**config.mk**
```make
export PLATFORM = sky130hd
export DESIGN_NAME = cobs_frame_decoder_unit_flat
export DESIGN_NICKNAME = d
export VERILOG_FILES = /design/src/design/cobs_fd_pkg.sv /design/src/design/cobs_fd_if.sv /design/src/design/cobs_frame_decoder_unit.sv /design/src/design/cobs_fd_core.sv /design/src/flat_wrapper.sv
export SDC_FILE = /design/constraint.sdc
export NUM_CORES = 1
export LEC_CHECK = 0
export ABC_AREA = 1
export BUFFER_PORTS_ARGS = -buffer_cell sky130_fd_sc_hd__clkbuf_2
export CAP_MARGIN = 20
export CORE_UTILIZATION = 28
export CTS_BUF_LIST = sky130_fd_sc_hd__clkbuf_2 sky130_fd_sc_hd__clkbuf_4 sky130_fd_sc_hd__clkbuf_8
export DETAILED_ROUTE_END_ITERATION = 7
export MAX_ROUTING_LAYER = met4
export PLACE_DENSITY_LB_ADDON = 0.12
export SYNTH_ARGS = -nofsm -noshare
export SYNTH_HDL_FRONTEND = slang
export SYNTH_SLANG_ARGS = --single-unit
```
**constraint.sdc**
```tcl
create_clock -name clock -period 5.3 [get_ports clock]
set_clock_uncertainty 0.15 [all_clocks]
set_input_delay 0.53 -clock clock [delete_from_list [all_inputs] [get_ports clock]]
set_output_delay 0.53 -clock clock [all_outputs]
set_load 0.005 [all_outputs]
```
**src/design/cobs_fd_pkg.sv**
```systemverilog
// ----------------------------------------------------------------------------
// COBS frame decoder package
// Types and constants shared by the decoder modules.
// ----------------------------------------------------------------------------
package cobs_fd_pkg;

   localparam int unsigned ByteW  = 8;
   localparam int unsigned CountW = 16;

   localparam logic [ByteW-1:0]  CodeFull    = 8'd255;
   localparam logic [CountW-1:0] CapReset    = 16'd4096;

   typedef struct packed {
      logic [ByteW-1:0]  bytes_left;
      logic              block_full;
      logic [CountW-1:0] decoded_count;
      logic              frame_bad;
      logic              at_frame_start;
   } frame_state_type;

   localparam frame_state_type FrameClear = '{
      bytes_left:     '0,
      block_full:     1'b0,
      decoded_count:  '0,
      frame_bad:      1'b0,
      at_frame_start: 1'b1
   };

   typedef struct packed {
      logic [ByteW-1:0]  out_byte;
      logic              byte_valid;
      logic              frame_end;
      logic              frame_ok;
      logic [CountW-1:0] frame_length;
   } rsp_payload_type;

endpackage

```
**src/design/cobs_fd_if.sv**
```systemverilog
// ----------------------------------------------------------------------------
// COBS frame decoder channel interfaces
// Valid/ready request channel (encoded bytes) and result channel.
// ----------------------------------------------------------------------------
interface cobs_fd_req_if;
   logic       valid;
   logic       ready;
   logic [7:0] in_byte;
   logic       last_byte;

   modport source (output valid, output in_byte, output last_byte, input ready);
   modport sink   (input valid, input in_byte, input last_byte, output ready);
endinterface

interface cobs_fd_rsp_if;
   logic        valid;
   logic        ready;
   logic [7:0]  out_byte;
   logic        byte_valid;
   logic        frame_end;
   logic        frame_ok;
   logic [15:0] frame_length;

   modport source (output valid, output out_byte, output byte_valid, output frame_end,
                   output frame_ok, output frame_length, input ready);
   modport sink   (input valid, input out_byte, input byte_valid, input frame_end,
                   input frame_ok, input frame_length, output ready);
endinterface

```
**src/design/cobs_frame_decoder_unit.sv**
```systemverilog
// ----------------------------------------------------------------------------
// COBS frame decoder unit
// Decodes a COBS stream, one encoded byte per request, with frame status.
// ----------------------------------------------------------------------------
//  Channel  Dir  Handshake          Carries
//  req_if   in   valid/ready        in_byte, last_byte
//  rsp_if   out  valid/ready        out_byte, byte_valid, frame_end, frame_ok,
//                                   frame_length
//  csr_*    in   write enable only  out_capacity (16 bits, reset 4096)
//
//  One request per cycle sustained unless a stalled result blocks it; an
//  accepted request passes the input register, then the result register.
//  The step logic between the input register and the frame state is
//  combinational, so frame state is always current for the next byte.
//  Requests giving no result (code bytes owing no zero, non-last bytes after
//  an error) retire without touching the result register.
//  A stalled result blocks only a request that would give another result.
//  Reset (synchronous) clears frame state and sets the capacity to 4096.
// ----------------------------------------------------------------------------
module cobs_frame_decoder_unit (
   input  logic                 clock,
   input  logic                 reset,
   cobs_fd_req_if.sink          req_if,
   cobs_fd_rsp_if.source        rsp_if,
   input  logic                 csr_wr_en,
   input  logic [15:0]          csr_wr_data
);
   import cobs_fd_pkg::*;

   // capacity register
   logic [15:0]     cap_ff;

   // input register
   logic            s1_valid_ff;
   logic [7:0]      s1_byte_ff;
   logic            s1_last_ff;

   // frame state
   frame_state_type state_ff;
   frame_state_type state_in;

   // result register
   logic            rsp_valid_ff;
   rsp_payload_type rsp_payload_ff;
   rsp_payload_type rsp_payload_in;

   logic            has_result;
   logic            out_free;
   logic            s1_fire;
   logic            req_fire;

   cobs_fd_core u_core (
      .cur_state  (state_ff),
      .in_byte    (s1_byte_ff),
      .last_byte  (s1_last_ff),
      .capacity   (cap_ff),
      .next_state (state_in),
      .result     (rsp_payload_in),
      .has_result (has_result)
   );

   // the held byte retires when its result, if any, has room
   assign out_free = !rsp_valid_ff || rsp_if.ready;
   assign s1_fire  = s1_valid_ff && (!has_result || out_free);
   assign req_if.ready = !s1_valid_ff || s1_fire;
   assign req_fire = req_if.valid && req_if.ready;

   always_ff @(posedge clock) begin
      if (reset) begin
         cap_ff <= CapReset;
      end else if (csr_wr_en) begin
         cap_ff <= csr_wr_data;
      end
   end

   always_ff @(posedge clock) begin
      if (reset) begin
         s1_valid_ff <= 1'b0;
      end else if (req_if.ready) begin
         s1_valid_ff <= req_if.valid;
      end
   end

   always_ff @(posedge clock) begin
      if (req_fire) begin
         s1_byte_ff <= req_if.in_byte;
         s1_last_ff <= req_if.last_byte;
      end
   end

   always_ff @(posedge clock) begin
      if (reset) begin
         state_ff <= FrameClear;
      end else if (s1_fire) begin
         state_ff <= state_in;
      end
   end

   always_ff @(posedge clock) begin
      if (reset) begin
         rsp_valid_ff <= 1'b0;
      end else if (out_free) begin
         rsp_valid_ff <= s1_fire && has_result;
      end
   end

   always_ff @(posedge clock) begin
      if (s1_fire && has_result) begin
         rsp_payload_ff <= rsp_payload_in;
      end
   end

   assign rsp_if.valid        = rsp_valid_ff;
   assign rsp_if.out_byte     = rsp_payload_ff.out_byte;
   assign rsp_if.byte_valid   = rsp_payload_ff.byte_valid;
   assign rsp_if.frame_end    = rsp_payload_ff.frame_end;
   assign rsp_if.frame_ok     = rsp_payload_ff.frame_ok;
   assign rsp_if.frame_length = rsp_payload_ff.frame_length;

endmodule

```
**src/design/cobs_fd_core.sv**
```systemverilog
// ----------------------------------------------------------------------------
// COBS frame decoder step logic
// Next frame state and result for one encoded byte.
// ----------------------------------------------------------------------------
module cobs_fd_core (
   input  cobs_fd_pkg::frame_state_type cur_state,
   input  logic [7:0]                   in_byte,
   input  logic                         last_byte,
   input  logic [15:0]                  capacity,
   output cobs_fd_pkg::frame_state_type next_state,
   output cobs_fd_pkg::rsp_payload_type result,
   output logic                         has_result
);
   import cobs_fd_pkg::*;

   frame_state_type upd;
   logic [17:0]     need_sum;
   logic [17:0]     cap_lim;

   assign cap_lim  = {2'b00, capacity} + 18'd1;

   always_comb begin
      upd                 = cur_state;
      result              = '0;
      need_sum            = '0;
      if (!cur_state.frame_bad) begin
         if (cur_state.bytes_left == '0) begin
            // code byte; a short previous block owes a zero
            if (!cur_state.at_frame_start && !cur_state.block_full) begin
               if (cur_state.decoded_count >= capacity) begin
                  upd.frame_bad = 1'b1;
               end else begin
                  result.byte_valid = 1'b1;
                  upd.decoded_count = cur_state.decoded_count + 16'd1;
               end
            end
            upd.at_frame_start = 1'b0;
            // block fits when count + code - 1 <= capacity
            need_sum = {2'b00, upd.decoded_count} + {10'd0, in_byte};
            if (!upd.frame_bad) begin
               if (in_byte == '0) begin
                  upd.frame_bad = 1'b1;
               end else if (need_sum > cap_lim) begin
                  upd.frame_bad = 1'b1;
               end else begin
                  upd.bytes_left = in_byte - 8'd1;
                  upd.block_full = (in_byte == CodeFull);
               end
            end
         end else begin
            // data byte
            if (in_byte == '0) begin
               upd.frame_bad = 1'b1;
            end else begin
               result.byte_valid = 1'b1;
               result.out_byte   = in_byte;
               upd.decoded_count = cur_state.decoded_count + 16'd1;
               upd.bytes_left    = cur_state.bytes_left - 8'd1;
            end
         end
         if (last_byte && !upd.frame_bad && upd.bytes_left != '0) begin
            upd.frame_bad = 1'b1;
         end
      end
      result.frame_end    = last_byte;
      result.frame_ok     = last_byte && !upd.frame_bad;
      result.frame_length = result.frame_ok ? upd.decoded_count : '0;
   end

   assign has_result = result.byte_valid || last_byte;
   assign next_state = last_byte ? FrameClear : upd;

endmodule

```
**src/flat_wrapper.sv**
```systemverilog
// flat-port wrapper written by rule: the top's interface ports become plain ports
module cobs_frame_decoder_unit_flat import cobs_fd_pkg::*;
  (clock, reset, csr_wr_en, csr_wr_data, req_if_valid, req_if_in_byte, req_if_last_byte, req_if_ready, rsp_if_valid, rsp_if_out_byte, rsp_if_byte_valid, rsp_if_frame_end, rsp_if_frame_ok, rsp_if_frame_length, rsp_if_ready);
  cobs_fd_req_if req_if_i ();
  cobs_fd_rsp_if rsp_if_i ();
  input  logic clock;
  input  logic reset;
  input  logic csr_wr_en;
  input  logic [15:0] csr_wr_data;
  input wire logic [$bits(req_if_i.valid)-1:0] req_if_valid;
  input wire logic [$bits(req_if_i.in_byte)-1:0] req_if_in_byte;
  input wire logic [$bits(req_if_i.last_byte)-1:0] req_if_last_byte;
  output wire logic [$bits(req_if_i.ready)-1:0] req_if_ready;
  output wire logic [$bits(rsp_if_i.valid)-1:0] rsp_if_valid;
  output wire logic [$bits(rsp_if_i.out_byte)-1:0] rsp_if_out_byte;
  output wire logic [$bits(rsp_if_i.byte_valid)-1:0] rsp_if_byte_valid;
  output wire logic [$bits(rsp_if_i.frame_end)-1:0] rsp_if_frame_end;
  output wire logic [$bits(rsp_if_i.frame_ok)-1:0] rsp_if_frame_ok;
  output wire logic [$bits(rsp_if_i.frame_length)-1:0] rsp_if_frame_length;
  input wire logic [$bits(rsp_if_i.ready)-1:0] rsp_if_ready;
  assign req_if_i.valid = req_if_valid;
  assign req_if_i.in_byte = req_if_in_byte;
  assign req_if_i.last_byte = req_if_last_byte;
  assign req_if_ready = req_if_i.ready;
  assign rsp_if_valid = rsp_if_i.valid;
  assign rsp_if_out_byte = rsp_if_i.out_byte;
  assign rsp_if_byte_valid = rsp_if_i.byte_valid;
  assign rsp_if_frame_end = rsp_if_i.frame_end;
  assign rsp_if_frame_ok = rsp_if_i.frame_ok;
  assign rsp_if_frame_length = rsp_if_i.frame_length;
  assign rsp_if_i.ready = rsp_if_ready;
  cobs_frame_decoder_unit u_core (.clock(clock), .reset(reset), .req_if(req_if_i), .rsp_if(rsp_if_i), .csr_wr_en(csr_wr_en), .csr_wr_data(csr_wr_data));
endmodule
```
* Yosys cells after proc, flatten, opt, wreduce, memory -nomap -nowiden
Cells that the tools add are included.
** Word-level totals
- Flip-flop bits (word level) :: 81
- Input bits :: 30
- Bits in read-only memories :: 0
- Memories kept :: 0
- Memory bits (writable) :: 0
- Latch bits :: 0
** Cells by class
- Divide/modulo/power cells :: 0
- Bitwise operators :: 0
- Shift-type cells :: 0
- Mux-type cells :: 28
- Reduce and logical (&&, ||, !) cells :: 26
- Multiply operators :: 0
- Magnitude comparators :: 2
- Eq/ne operators :: 5
- $add $sub $neg :: 5
** Operators by type and width (count)
- 17-bit two-way mux :: 5
- 27-bit two-way mux :: 2
- 9-bit two-way mux :: 4
- 16-bit two-way mux :: 2
- 8-bit two-way mux :: 3
- 17-bit by 18-bit greater-than comparator with 1-bit output :: 1
- 16-bit by 1-bit adder with 17-bit output (second input constant) :: 1
- 16-bit by 8-bit adder with 17-bit output :: 1
- 16-bit by 1-bit adder with 16-bit output (second input constant) :: 1
- 16-bit >= comparator :: 1
- 8-bit zero test :: 2
- 8-bit by 1-bit subtractor with 8-bit output (second input constant) :: 2
- 1-bit two-way mux :: 12
- 8-bit == test (second input constant) :: 1
- 2-bit by 1-bit != test with 1-bit output (second input constant) :: 4
- 8-bit nonzero test :: 1
- 1-bit logical AND :: 7
- 1-bit zero test :: 7
- 6-bit AND reduction :: 1
- 1-bit logical OR :: 4
- 3-bit AND reduction :: 1
- 3-bit OR reduction :: 1
- 2-bit AND reduction :: 1
- 2-bit nonzero test :: 1

* Logic depth before layout (Yosys ltp)
Gate-level depths: netlist (run 1).
- Depth in word-level cells :: 19
- Depth in mapped cells :: 45
- Gate-level depth less buffers :: 42

* Cells and area by module
From an unflattened synthesis (run 1), not the netlist that was laid out.
** Unflattened totals
- Cell total of the unflattened synthesis :: 909
- Area total of the unflattened synthesis :: 6470.0 µm²
** Modules (own cells, without submodules)
- cobs_fd_core :: times used 1, seq. area each 0.0 µm², area each 3500.9 µm², cells each 614
- cobs_frame_decoder_unit :: times used 1, seq. area each 1981.9 µm², area each 2969.1 µm², cells each 295

* Least setup slack after synthesis (run 1)
Ideal clock, no wire load.
- Path kind :: flip-flop to flip-flop
- From :: register u_core.cap_ff[11]
- To :: register u_core.rsp_payload_ff, in the netlist u_core.rsp_if.frame_length[10], data pin
- Required time :: 4.895 ns
- Period minus slack after synthesis :: 5.294 ns
- Cell stages (with the launch flop) :: 39
- Library setup time :: 0.255 ns
- Path buffers :: 3
- Slack :: 0.006 ns
- Arrival :: 4.889 ns
- Path through :: dfxtp_1 -> inv_1 -> ha_1 -> a21oi_1 -> nand2_1 -> a21oi_2 -> nand3_2 -> nor2_4 -> buf_2 -> nand2_1 -> xor2_1 -> inv_1 -> ha_1 -> nand3_1 -> nand2_1 -> a21oi_1 -> o21bai_1 -> nand3_1 -> [... 3 more ...] -> nand4_1 -> nor2_2 -> nand2_1 -> nand2_1 -> nand2_1 -> ha_1 -> a21oi_1 -> o21bai_1 -> a21oi_1 -> nand2_1 -> nand2_2 -> nand3_2 -> buf_6 -> o21ai_0 -> nand2_1 -> nand3_4 -> buf_6 -> nor3_2
** Between the ends
- Word-level cells in the longest chain between the ends :: 19
- Elaborated cells on any way between the ends :: 27
** RTL lines
- start, declared :: line cobs_frame_decoder_unit.sv:31 : logic [15:0] cap_ff;
- start signal, assigned :: line cobs_frame_decoder_unit.sv:70 : cap_ff <= CapReset;
- start signal, assigned :: line cobs_frame_decoder_unit.sv:72 : cap_ff <= csr_wr_data;
- parallel branches: the longest is 16 deep, another holds 17-bit by 18-bit greater-than comparator with 1-bit output
- 27-bit two-way mux (*) :: line cobs_fd_core.sv:26 : if (!cur_state.frame_bad) begin
- 1-bit zero test :: line cobs_fd_core.sv:66 : result.frame_ok = last_byte && !upd.frame_bad;
- 1-bit logical AND :: line cobs_fd_core.sv:66
- end signal, assigned :: line cobs_frame_decoder_unit.sv:109 : rsp_payload_ff <= rsp_payload_in;
- end, declared :: line cobs_frame_decoder_unit.sv:44 : rsp_payload_type rsp_payload_ff;
Every way passes the cells marked *. The select of a mux whose other input is x is not followed.
A chain may end at the register's enable or synchronous reset.

* Worst setup path in the final report (run 1)
- From :: register u_core.cap_ff[10]
- To :: register u_core.rsp_payload_ff, in the netlist u_core.rsp_if.frame_length[1], data pin
Same word-level chain as after synthesis.

==> results of run 1 <==
## per-stage QoR
stage	std cells	total power, mW	area [um^2]	setup WS, ns
3_5_place_dp	1212	1.626	7313	-0.4745
6_report	1246	2.364	8250	-0.1587
4_1_cts	1244	2.296	8008	-0.1879
5_1_grt	1246	2.534	8250	-0.5171
2_1_floorplan	820	1.332	6168	0.005556
3_3_place_gp	1212	1.631	7313	-0.4904
## registers in the layout (all words and copies together) (netlist names)
| signal | cells |
|---|---|
| u_core.rsp_if.frame_end | 1 |
| u_core.cap_ff | 16 |
| u_core.s1_byte_ff | 8 |
| u_core.state_ff | 27 |
| u_core.rsp_if.frame_length | 16 |
| u_core.rsp_if.valid | 1 |
| u_core.rsp_if.out_byte | 8 |
| u_core.rsp_if.frame_ok | 1 |
| u_core.rsp_if.byte_valid | 1 |
| u_core.s1_valid_ff | 1 |
| u_core.s1_last_ff | 1 |
## report_power, final
group	leakage [nW]	internal (mW)	switching (mW)
sequential	0.726	0.704	0.0335
clock	0.105	0.269	0.260
combinational	2.74	0.432	0.666
total	3.57	1.40	0.959
## routing by layer
layer | vias to the layer above | global-route usage, % | share of wire [%]
met4 | 0 | 5.354 | 1.2
met5 | - | - | 0
met1 | 2667 | 26.12 | 52
met3 | 15 | 2.030 | 4.0
met2 | 119 | 26.54 | 43
li1 | 3017 | - | -
## worst max-delay path, delay by kind of cell (launching register included)
kind	cells	cell delay, ns
DFF	1	0.34
buffers and inverters	4	0.46
xor gates and xnor gates	2	0.39
AOI/OAI and AO/OA	5	0.58
adders and majority gates	3	0.84
and+or+nand+nor	23	2.44
## cells by family after synthesis
kind of cell	share of synthesized area [%]
AND/OR/NAND/NOR	28.88
adder cells (fa/ha/maj)	10.06
XOR/XNOR	6.247
flip-flops	32.13
AO/OA/AOI/OAI	13.75
buffers and inverters	8.925
## worst max-delay path by stage
stage	endpoint	slack [ns]	cells past startpoint
after floorplan	u_core.rsp_if.frame_length[10]$_SDFFCE_PN0P_	0.006	38
final	u_core.rsp_if.frame_length[1]$_SDFFCE_PN0P_	-0.16	37
after detailed placement	u_core.rsp_if.frame_length[4]$_SDFFCE_PN0P_	-0.47	35
after global placement	u_core.rsp_if.frame_length[1]$_SDFFCE_PN0P_	-0.49	35
after CTS	u_core.rsp_if.frame_length[7]$_SDFFCE_PN0P_	-0.19	36
after global routing	u_core.rsp_if.frame_length[5]$_SDFFCE_PN0P_	-0.52	36
## what timing repair did
action	4_1_cts	5_1_grt
resized for setup	77	53
pin swaps	16	40
gates cloned	3	1
setup endpoints to repair	24	26
setup buffers	14	5
## final cells by class
| type | count | area [um^2] |
|---|---|---|
| Sequential cell | 81 | 2007 |
| Timing Repair Buffer | 160 | 1147 |
| Inverter | 106 | 402.9 |
| Multi-Input combinational cell | 608 | 4134 |
| Tap cell | 275 | 344.1 |
| Fill cell | 2277 | 13040 |
| Clock buffer | 10 | 131.4 |
| Clock inverter | 6 | 83.83 |
## layout by cell type (no fill, tap or decap), drive strengths merged, types with 5 or more instances in the layout
cell and instances:
buf 101, a21oi 70, xor2 42, nor2 57
clkbuf 69, or2 5, dfxtp 45, ha 48
nand3 46, o21ai 60, nand2 204, nor3 27
inv 106, nand4 16, edfxtp 36
==> run metrics, run 1 <==
global routing usage summed across all routing layers 18.18%; antenna-violating nets left 0; number of standard-cell rows in the floorplan 53; cts hold-fix bufs 0; Worst setup SP type flip-flop; violations in the final reports negative setup slack; synthesized instance count 820; clock-pin slew on the worst setup and hold paths 0.09 ns; worst slew pin tran 0.9239 ns; via total after detailed routing 5818; count of final hold-check violations 0; initial antenna violation count 0; placed wire-length estimate 13970 um; sink count of the clock tree about 80; top cells by count, synth nand2_1 (191), inv_1 (95), a21oi_1 (69); CTS root buffer clkbuf_8; Syn Std Cell Area 6168 um^2; number of vias per cell after detailed routing 4.669; RR Startpoint u_core.cap_ff[10]$_SDFFE_PP0P_; share of the synthesized area in the top cell type 17.53%; Worst Path Class, Setup reg2reg; Max-slew headroom 38.41%; global-route wire length before repair 30220 um; end of the worst hold path u_core.s1_byte_ff[0]$_DFFE_PP_; power density of the placed cells 286.5 nW/um^2; clock network latency to the later pin of the worst-skew pair 0.38 ns; post-route clock period utilization 103.0%; leftover overflow at the end of global routing 0; FF+latch count, synth 81; register-to-register setup slack -0.16 ns; diode count 0; mean instance size in the synthesized netlist 7.522 um^2; most frequently used cell type in the post-synthesis netlist nand2_1; final critical-path required period between 5 and 6 ns; depth of the most critical reg-to-reg path 37; final slew viol count 0; Mapped Nets 899; leakage power of the design about 3.6 nW; cell accounting for the most synthesized area edfxtp_1; total setup violations reported at the end of the flow 17; Worst path max stage delay 0.34 ns; count of maximum capacitance violations 0; main flop type after synthesis dfxtp_1; die area approximately 23000 um^2; total number of yosys warnings 0; aggregate routed wire length 19040 um; maximum fanout along the worst path 7; achievable clock frequency 183.2 MHz; Clock H-tree levels 3; required time worst endpoint 5.29 ns; Post-route DRC 0; result of the run finished with violations; CTS tree built; proportion of synthesized chip area in sequential cells 32.13%; horizontal extent of the die 150.4 um; ranking of synthesized cells by area edfxtp_1 (18%), dfxtp_1 (15%), nand2_1 (12%); Die Y-Extent approximately 150 um; critical path's slowest cell dfxtp_2; core area 21290 um^2; element type at the critical path end flip-flop; maximum VDD drop 0.0001193 V; endpoint of the worst register-to-register path u_core.rsp_if.frame_length[1]$_SDFFCE_PN0P_; largest net degree at the start of global routing 31; wire per inst 15.28 um; arrival time reported for the critical path endpoint roughly 5.5 ns; worst setup path start u_core.cap_ff[10]$_SDFFE_PP0P_; I/O pins 59; kind of path behind the tightest hold check in2reg; Area Overhead vs Synth 33.75%; hold-critical path depth 1; share of the core filled with cells 38.76%; effective utilization at floorplan 28.98%; final-layout worst hold slack 0.1767 ns; Initial DRC Count approximately 310; fraction of layout instances using a drive strength above 1 between 30% and 40%; setup_tns -2.466 ns; DR pass1 iterations 5; Hold Startpoint req_if_in_byte[0]; EDFF count, synth 36; count of different cell masters after synthesis between 40 and 50; maximum clock path buffer count 2; FFs w/ async S/R, synth 0%; setup repair after global routing missed its margin true; net total in the final layout 1045; IO buf count 58; number of buffers added by the clock tree synthesis step 9; via count of the first global-routing pass 5423; routability congestion estimate 0.8660; smallest setup slack after layout -0.1587 ns
Power figures use the tool's default switching activity.
==> run 2, diff against run 1 <==
CORE_UTILIZATION = 35   (was 28)
GPL_TIMING_DRIVEN = 0   (was default)
TNS_END_PERCENT = 10   (was default)
==> run 2 against run 1 <==
The flow finishes with violations (design-rule violations, negative setup slack). Via count is 3.2% lower. First-iteration DRC count is 22% lower. Sequential power is 0.9% higher. Maximum frequency is 0.66% lower. Count of clock-buffer cells in the layout stayed put. Non-clock buffer count is 22 lower. Critical path depth stayed put. Flip-flop and latch count stayed put. Final area is 3.4% lower. Largest cell class unchanged. Highest routed layer unchanged.
==> run metrics, run 2 (same netlist as run 1, synthesis figures left out) <==
result of the run finished with violations; violations in the final reports design-rule violations, negative setup slack; routability congestion estimate 0.8148 (-5.9%); power density of the placed cells 286.8 nW/um^2 (about the same); clock-pin slew on the worst setup and hold paths 0.10 ns (about the same); setup repair after global routing missed its margin true; global-route wire length before repair 27270 um (-9.8%); Die Y-Extent 134.8 um (-10%); count of final hold-check violations 0 (unchanged); kind of path behind the tightest hold check in2reg; Area Overhead vs Synth 29.23%; smallest setup slack after layout -0.1947 ns (-0.03604 ns); count of maximum capacitance violations 0 (unchanged); required time worst endpoint 5.38 ns (+0.09 ns); worst setup path start u_core.cap_ff[12]$_SDFFE_PP1P_; leftover overflow at the end of global routing 0 (unchanged); placed wire-length estimate 12490 um (-11%); placed instance count 1103 (-9.0%); flip-flop count of the largest register, all copies and words added 27 (unchanged); maximum fanout along the worst path 8 (+1); antenna-violating nets left 0 (unchanged); sink count of the clock tree 81 (unchanged); number of vias per cell after detailed routing 4.805 (+2.9%); CTS tree built; post-route clock period utilization 103.7% (+0.68 points); total design power 2.286 mW (-3.3%); net total in the final layout 1021 (-2.3%); Max-slew headroom 43.29% (+4.9 points); Initial DRC Count 238 (-22%); maximum clock path buffer count 2 (unchanged); horizontal extent of the die 134.8 um (-10%); Post-route DRC 1 (+1); Worst path max stage delay 0.35 ns (about the same); DR pass1 iterations 7 (+2); initial antenna violation count 0 (unchanged); RR Startpoint u_core.cap_ff[12]$_SDFFE_PP1P_; critical path's slowest cell dfxtp_2; IO buf count 58 (unchanged); effective utilization at floorplan 35.79% (+6.8 points); wire per inst 14.43 um (-5.6%); CTS root buffer clkbuf_8; worst slew pin tran 0.8507 ns (-0.07314 ns); global routing usage summed across all routing layers 20.12% (+1.9 points); Final Non-Filler Cells 1172 (-5.9%); register-to-register setup slack -0.19 ns (-0.04 ns); Worst Path Class, Setup reg2reg; Hold Startpoint req_if_in_byte[2]; most common library cell in the layout ignoring fill and taps nand2_1; number of standard-cell rows in the floorplan 48 (-9.4%); total setup violations reported at the end of the flow 18 (+1); largest net degree at the start of global routing 28 (-9.7%); most frequent cells in the layout nand2_1 (176), inv_1 (81), a21oi_1 (61); Worst setup SP type flip-flop; fraction of layout instances using a drive strength above 1 33.37% (-1.9 points); I/O pins 59 (unchanged); arrival time reported for the critical path endpoint 5.58 ns (+0.13 ns); diode count 0 (unchanged); core area 17240 um^2 (-19%); via total after detailed routing 5632 (-3.2%); via count of the first global-routing pass 5254 (-3.1%); Clock H-tree levels 3 (unchanged); final slew viol count 0 (unchanged); die area 18160 um^2 (-20%); number of buffers added by the clock tree synthesis step 9 (unchanged); achievable clock frequency 182.0 MHz (-0.66%); clock network latency to the later pin of the worst-skew pair 0.39 ns (about the same); leakage power of the design 3.409 nW (-4.6%); final critical-path required period 5.495 ns (+0.03604 ns); maximum VDD drop 0.0001058 V (-11%); element type at the critical path end flip-flop; Biggest register u_core.state_ff; aggregate routed wire length 16910 um (-11%)
run 2: changes by cell type in the layout (fill, tap and decap cells not counted), moves of 7 or more:
| cell | previous run | this run |
|---|---|---|
| buf_4 | 88 | 47 |
| dfxtp_1 | 27 | 15 |
| inv_1 | 88 | 81 |
| dfxtp_2 | 17 | 24 |
| clkbuf_1 | 0 | 14 |
| a21oi_2 | 13 | 6 |
run 2: through the flow:
step                      cell area [um^2]  worst slack, ns  hold slack, ns  setup TNS (ns)  util [%]
final                                 7971          -0.1947          0.1658          -3.171     46.25
after detailed placement              6740           -1.063          0.2930          -22.14     39.10
after global routing                  7971          -0.5418          0.1570          -9.411     46.25
after global placement                6740           -1.070          0.2867          -22.08     39.10
after floorplan                       6168         0.005556          0.2772               0         -
after CTS                             7561          -0.2808          0.1510          -4.303     43.87
run 2: report_power, final:
part           total, mW  internal [mW]  leakage [nW]  switching [mW]
registers          0.744          0.704         0.732          0.0404
logic               1.00          0.398          2.57           0.607
clock network      0.537          0.273         0.111           0.264
run 2: repair_timing:
| item | 4_1_cts | 5_1_grt |
|---|---|---|
| cloned | 1 | 0 |
| buffers inserted | 34 | 17 |
| pin swaps | 42 | 38 |
| resized for setup | 87 | 69 |
| endpoints found under the setup margin | 27 | 27 |
| hold buffers | 0 | 0 |
run 2: metal layers:
layer	vias to the layer above	wire (um)	part of all wire [%]	global-route usage (%)
li1	2960	-	-	-
met1	2544	8558	51	28.03
met2	112	7381	44	30.15
met3	16	691	4.1	2.365
met4	0	280	1.7	6.742
met5	-	0	0	-
run 2: cell type report:
type | count | area, um^2
Fill cell | 1738 | 9265
Buffer | 27 | 170.2
Inverter | 106 | 417.9
Timing Repair Buffer | 111 | 754.5
Sequential cell | 81 | 2034
Clock inverter | 6 | 90.09
Multi-Input combinational cell | 606 | 4091
Tap cell | 225 | 281.5
Clock buffer | 10 | 131.4
run 2: worst paths after layout:
path	to	cells after the start
min reg2reg	u_core.state_ff[0]$_SDFFE_PP1P_	1
min	u_core.s1_byte_ff[2]$_DFFE_PP_	1
max reg2reg	u_core.rsp_if.frame_length[4]$_SDFFCE_PN0P_	37
max	u_core.rsp_if.frame_length[4]$_SDFFCE_PN0P_	37
run 2: critical path: cells and delay by family, from the launching register on:
kind	cells	cell delay, ns
simple gates	20	2.08
compound gates	7	0.89
fa+ha+maj	3	0.86
buf+inv	5	0.60
xor+xnor	2	0.41
flops	1	0.35
==> run 3, diff against run 2 <==
PLACE_DENSITY = 0.53   (was default)
PLACE_DENSITY_LB_ADDON = default   (was 0.12)
==> run 3 against run 2 <==
Core utilization up 0.087 points. Count of clock-buffer cells in the layout up 1. Cell count down 0.60%. Combinational power about the same. Worst setup slack worse by 0.054 ns. Highest routed layer unchanged. Sequential share of layout area up 0.11 points. Non-clock buffer count down 7. Final area up 0.19%. Via count up 0.28%. Sequential power about the same. Clock power down 2%. The flow finishes with violations (negative setup slack). Maximum frequency down 0.98%.
==> run metrics, run 3 (same netlist as run 1, synthesis figures left out) <==
number of vias per cell after detailed routing 4.848 (+0.89%); number of standard-cell rows in the floorplan 48 (unchanged); maximum VDD drop 0.0001155 V (+9.2%); clock-pin slew on the worst setup and hold paths 0.09 ns (about the same); final slew viol count 0 (unchanged); flip-flop count of the largest register, all copies and words added 27 (unchanged); kind of path behind the tightest hold check in2reg; CTS tree built; Clock H-tree levels 3 (unchanged); multi-input logic area 4145 um^2 (+1.3%); initial antenna violation count 0 (unchanged); Hold Startpoint req_if_in_byte[5]; Post-route DRC 0 (-1); maximum clock path buffer count 2 (unchanged); violations in the final reports negative setup slack; horizontal extent of the die 134.8 um (unchanged); clock network latency to the later pin of the worst-skew pair 0.37 ns (-0.02 ns); IO buf count 58 (unchanged); element type at the critical path end flip-flop; result of the run finished with violations; via total after detailed routing 5648 (+0.28%); setup_tns -3.381 ns (-0.2101 ns); via count of the first global-routing pass 5301 (+0.89%); arrival time reported for the critical path endpoint 5.62 ns (+0.04 ns); global-route wire length before repair 27140 um (-0.45%); power density of the placed cells 283.9 nW/um^2 (-1.0%); top cell family by delay on the critical path simple AND/OR/NAND/NOR gates; most common library cell in the layout ignoring fill and taps nand2_1; final critical-path required period 5.549 ns (+0.05422 ns); Initial DRC Count 297 (+25%); placed wire-length estimate 12560 um (+0.52%); design area 7986 um^2 (+0.19%); post-route clock period utilization 104.7% (+1.0 points); total setup violations reported at the end of the flow 18 (unchanged); Worst path max stage delay 0.33 ns (-0.02 ns); wire per inst 14.49 um (+0.42%); net switching power 0.8939 mW (-1.9%); Biggest register u_core.state_ff; part of the total power dissipated in combinational logic 43.9% (about the same); critical path's slowest cell dfxtp_2; antenna-violating nets left 0 (unchanged); Clock Power Share 23.2% (-0.3 points); sink count of the clock tree 81 (unchanged); aggregate routed wire length 16880 um (-0.18%); I/O pins 59 (unchanged); Area Overhead vs Synth 29.47%; routability congestion estimate 0.8394 (+3.0%); Die Y-Extent 134.8 um (unchanged); leftover overflow at the end of global routing 0 (unchanged); DR pass1 iterations 4 (-3); Max-slew headroom 34.82% (-8.5 points); smallest setup slack after layout -0.2489 ns (-0.05422 ns); buffers and inverters on the worst path 5 (unchanged); RR Startpoint u_core.cap_ff[11]$_SDFFE_PP0P_; cell with the most instances on the worst path nand2_2; Worst Path Class, Setup reg2reg; number of buffers added by the clock tree synthesis step 9 (unchanged); fraction of layout instances using a drive strength above 1 32.98% (-0.39 points); largest net degree at the start of global routing 28 (unchanged); count of maximum capacitance violations 0 (unchanged); Worst Setup Slack post-DPL -1.072 ns (-0.008630 ns); fraction of power consumed by sequential logic 32.9% (+0.3 points); register-to-register setup slack -0.25 ns (-0.05 ns); achievable clock frequency 180.2 MHz (-0.98%); worst setup path start u_core.cap_ff[11]$_SDFFE_PP0P_; required time worst endpoint 5.37 ns (about the same); proportion of total power due to net switching 39.43% (-0.41 points); Seq. cell area 2047 um^2 (+0.61%); global routing usage summed across all routing layers 19.98% (-0.15 points); diode count 0 (unchanged); cts hold-fix bufs 0 (unchanged); effective utilization at floorplan 35.79% (unchanged); die area 18160 um^2 (unchanged); Placed Instance Area 6740 um^2 (unchanged); net total in the final layout 1014 (-0.69%); number of inserted filler cells in the final layout 1698 (-2.3%); Worst setup SP type flip-flop; CTS root buffer clkbuf_8; setup repair after global routing missed its margin true; worst slew pin tran 0.9766 ns (+0.1259 ns); leakage power of the design 3.452 nW (+1.3%); core area 17240 um^2 (unchanged); most frequent cells in the layout nand2_1 (175), inv_1 (81), a21oi_1 (59); count of final hold-check violations 0 (unchanged); Internal 1.373 mW (-0.16%); maximum fanout along the worst path 5 (-3)
-- run 3: changes by cell type in the layout (fill, tap and decap cells not counted), sizes merged --
cell,before,now
buf,66,57
clkbuf,82,85
clkinv,1,3
inv,108,106
clkinvlp,1,0
-- run 3: worst register-to-register path, delay by kind of cell, from the launching register on --
| family | cells | cell delay, ns |
|---|---|---|
| buffers and inverters | 5 | 0.57 |
| xor gates and xnor gates | 2 | 0.41 |
| DFF | 1 | 0.33 |
| and+or+nand+nor | 20 | 2.16 |
| AOI/OAI and AO/OA | 7 | 0.97 |
| adders and majority gates | 3 | 0.80 |
-- run 3: cell type report --
type	instances	share of cell area [%]
clock buffers	11	1.817
plain buffers	27	2.193
clock inverters	5	0.9870
repair buffers	104	8.679
well taps	225	3.525
multi-input cells	606	51.90
flip-flops and latches	81	25.63
inverters	106	5.264
-- run 3: per-layer routing --
layer,up-vias,GRT usage (%),routed length (um)
met5,-,-,0
met4,0,6.742,377
met3,19,2.703,760
met2,116,30.56,7506
met1,2558,27.06,8238
li1,2955,-,-
-- run 3: stage by stage --
step                util (%)  std cells  total power, mW  hold slack, ns
global placement       39.10       1103            1.536          0.2877
finish                 46.33       1165            2.267          0.1851
detailed placement     39.10       1103            1.534          0.2918
floorplan                  -        820            1.332          0.2772
global route           46.33       1165            2.441          0.1653
CTS                    43.71       1151            2.179          0.1638
-- run 3: worst paths after layout --
kind                                             endpoint  cells after the start
min reg2reg               u_core.state_ff[0]$_SDFFE_PP1P_                      1
max          u_core.rsp_if.frame_length[11]$_SDFFCE_PN0P_                     37
min                        u_core.s1_byte_ff[5]$_DFFE_PP_                      1
max reg2reg  u_core.rsp_if.frame_length[11]$_SDFFCE_PN0P_                     37
-- run 3: repair_timing --
item / 4_1_cts / 5_1_grt
gates resized for setup: 81 / 84
cloned: 1 / 1
setup endpoints to repair: 27 / 27
setup buffers: 31 / 13
pin swaps: 36 / 51
-- run 3: power by group through the flow --
stage / registers (mW) / logic [mW] / clock network [mW]
5_1_grt: 0.752 / 1.12 / 0.569
6_report: 0.746 / 0.995 / 0.526
2_1_floorplan: 0.746 / 0.586 / 0
3_3_place_gp: 0.757 / 0.780 / 0
3_5_place_dp: 0.757 / 0.778 / 0
4_1_cts: 0.745 / 0.888 / 0.545
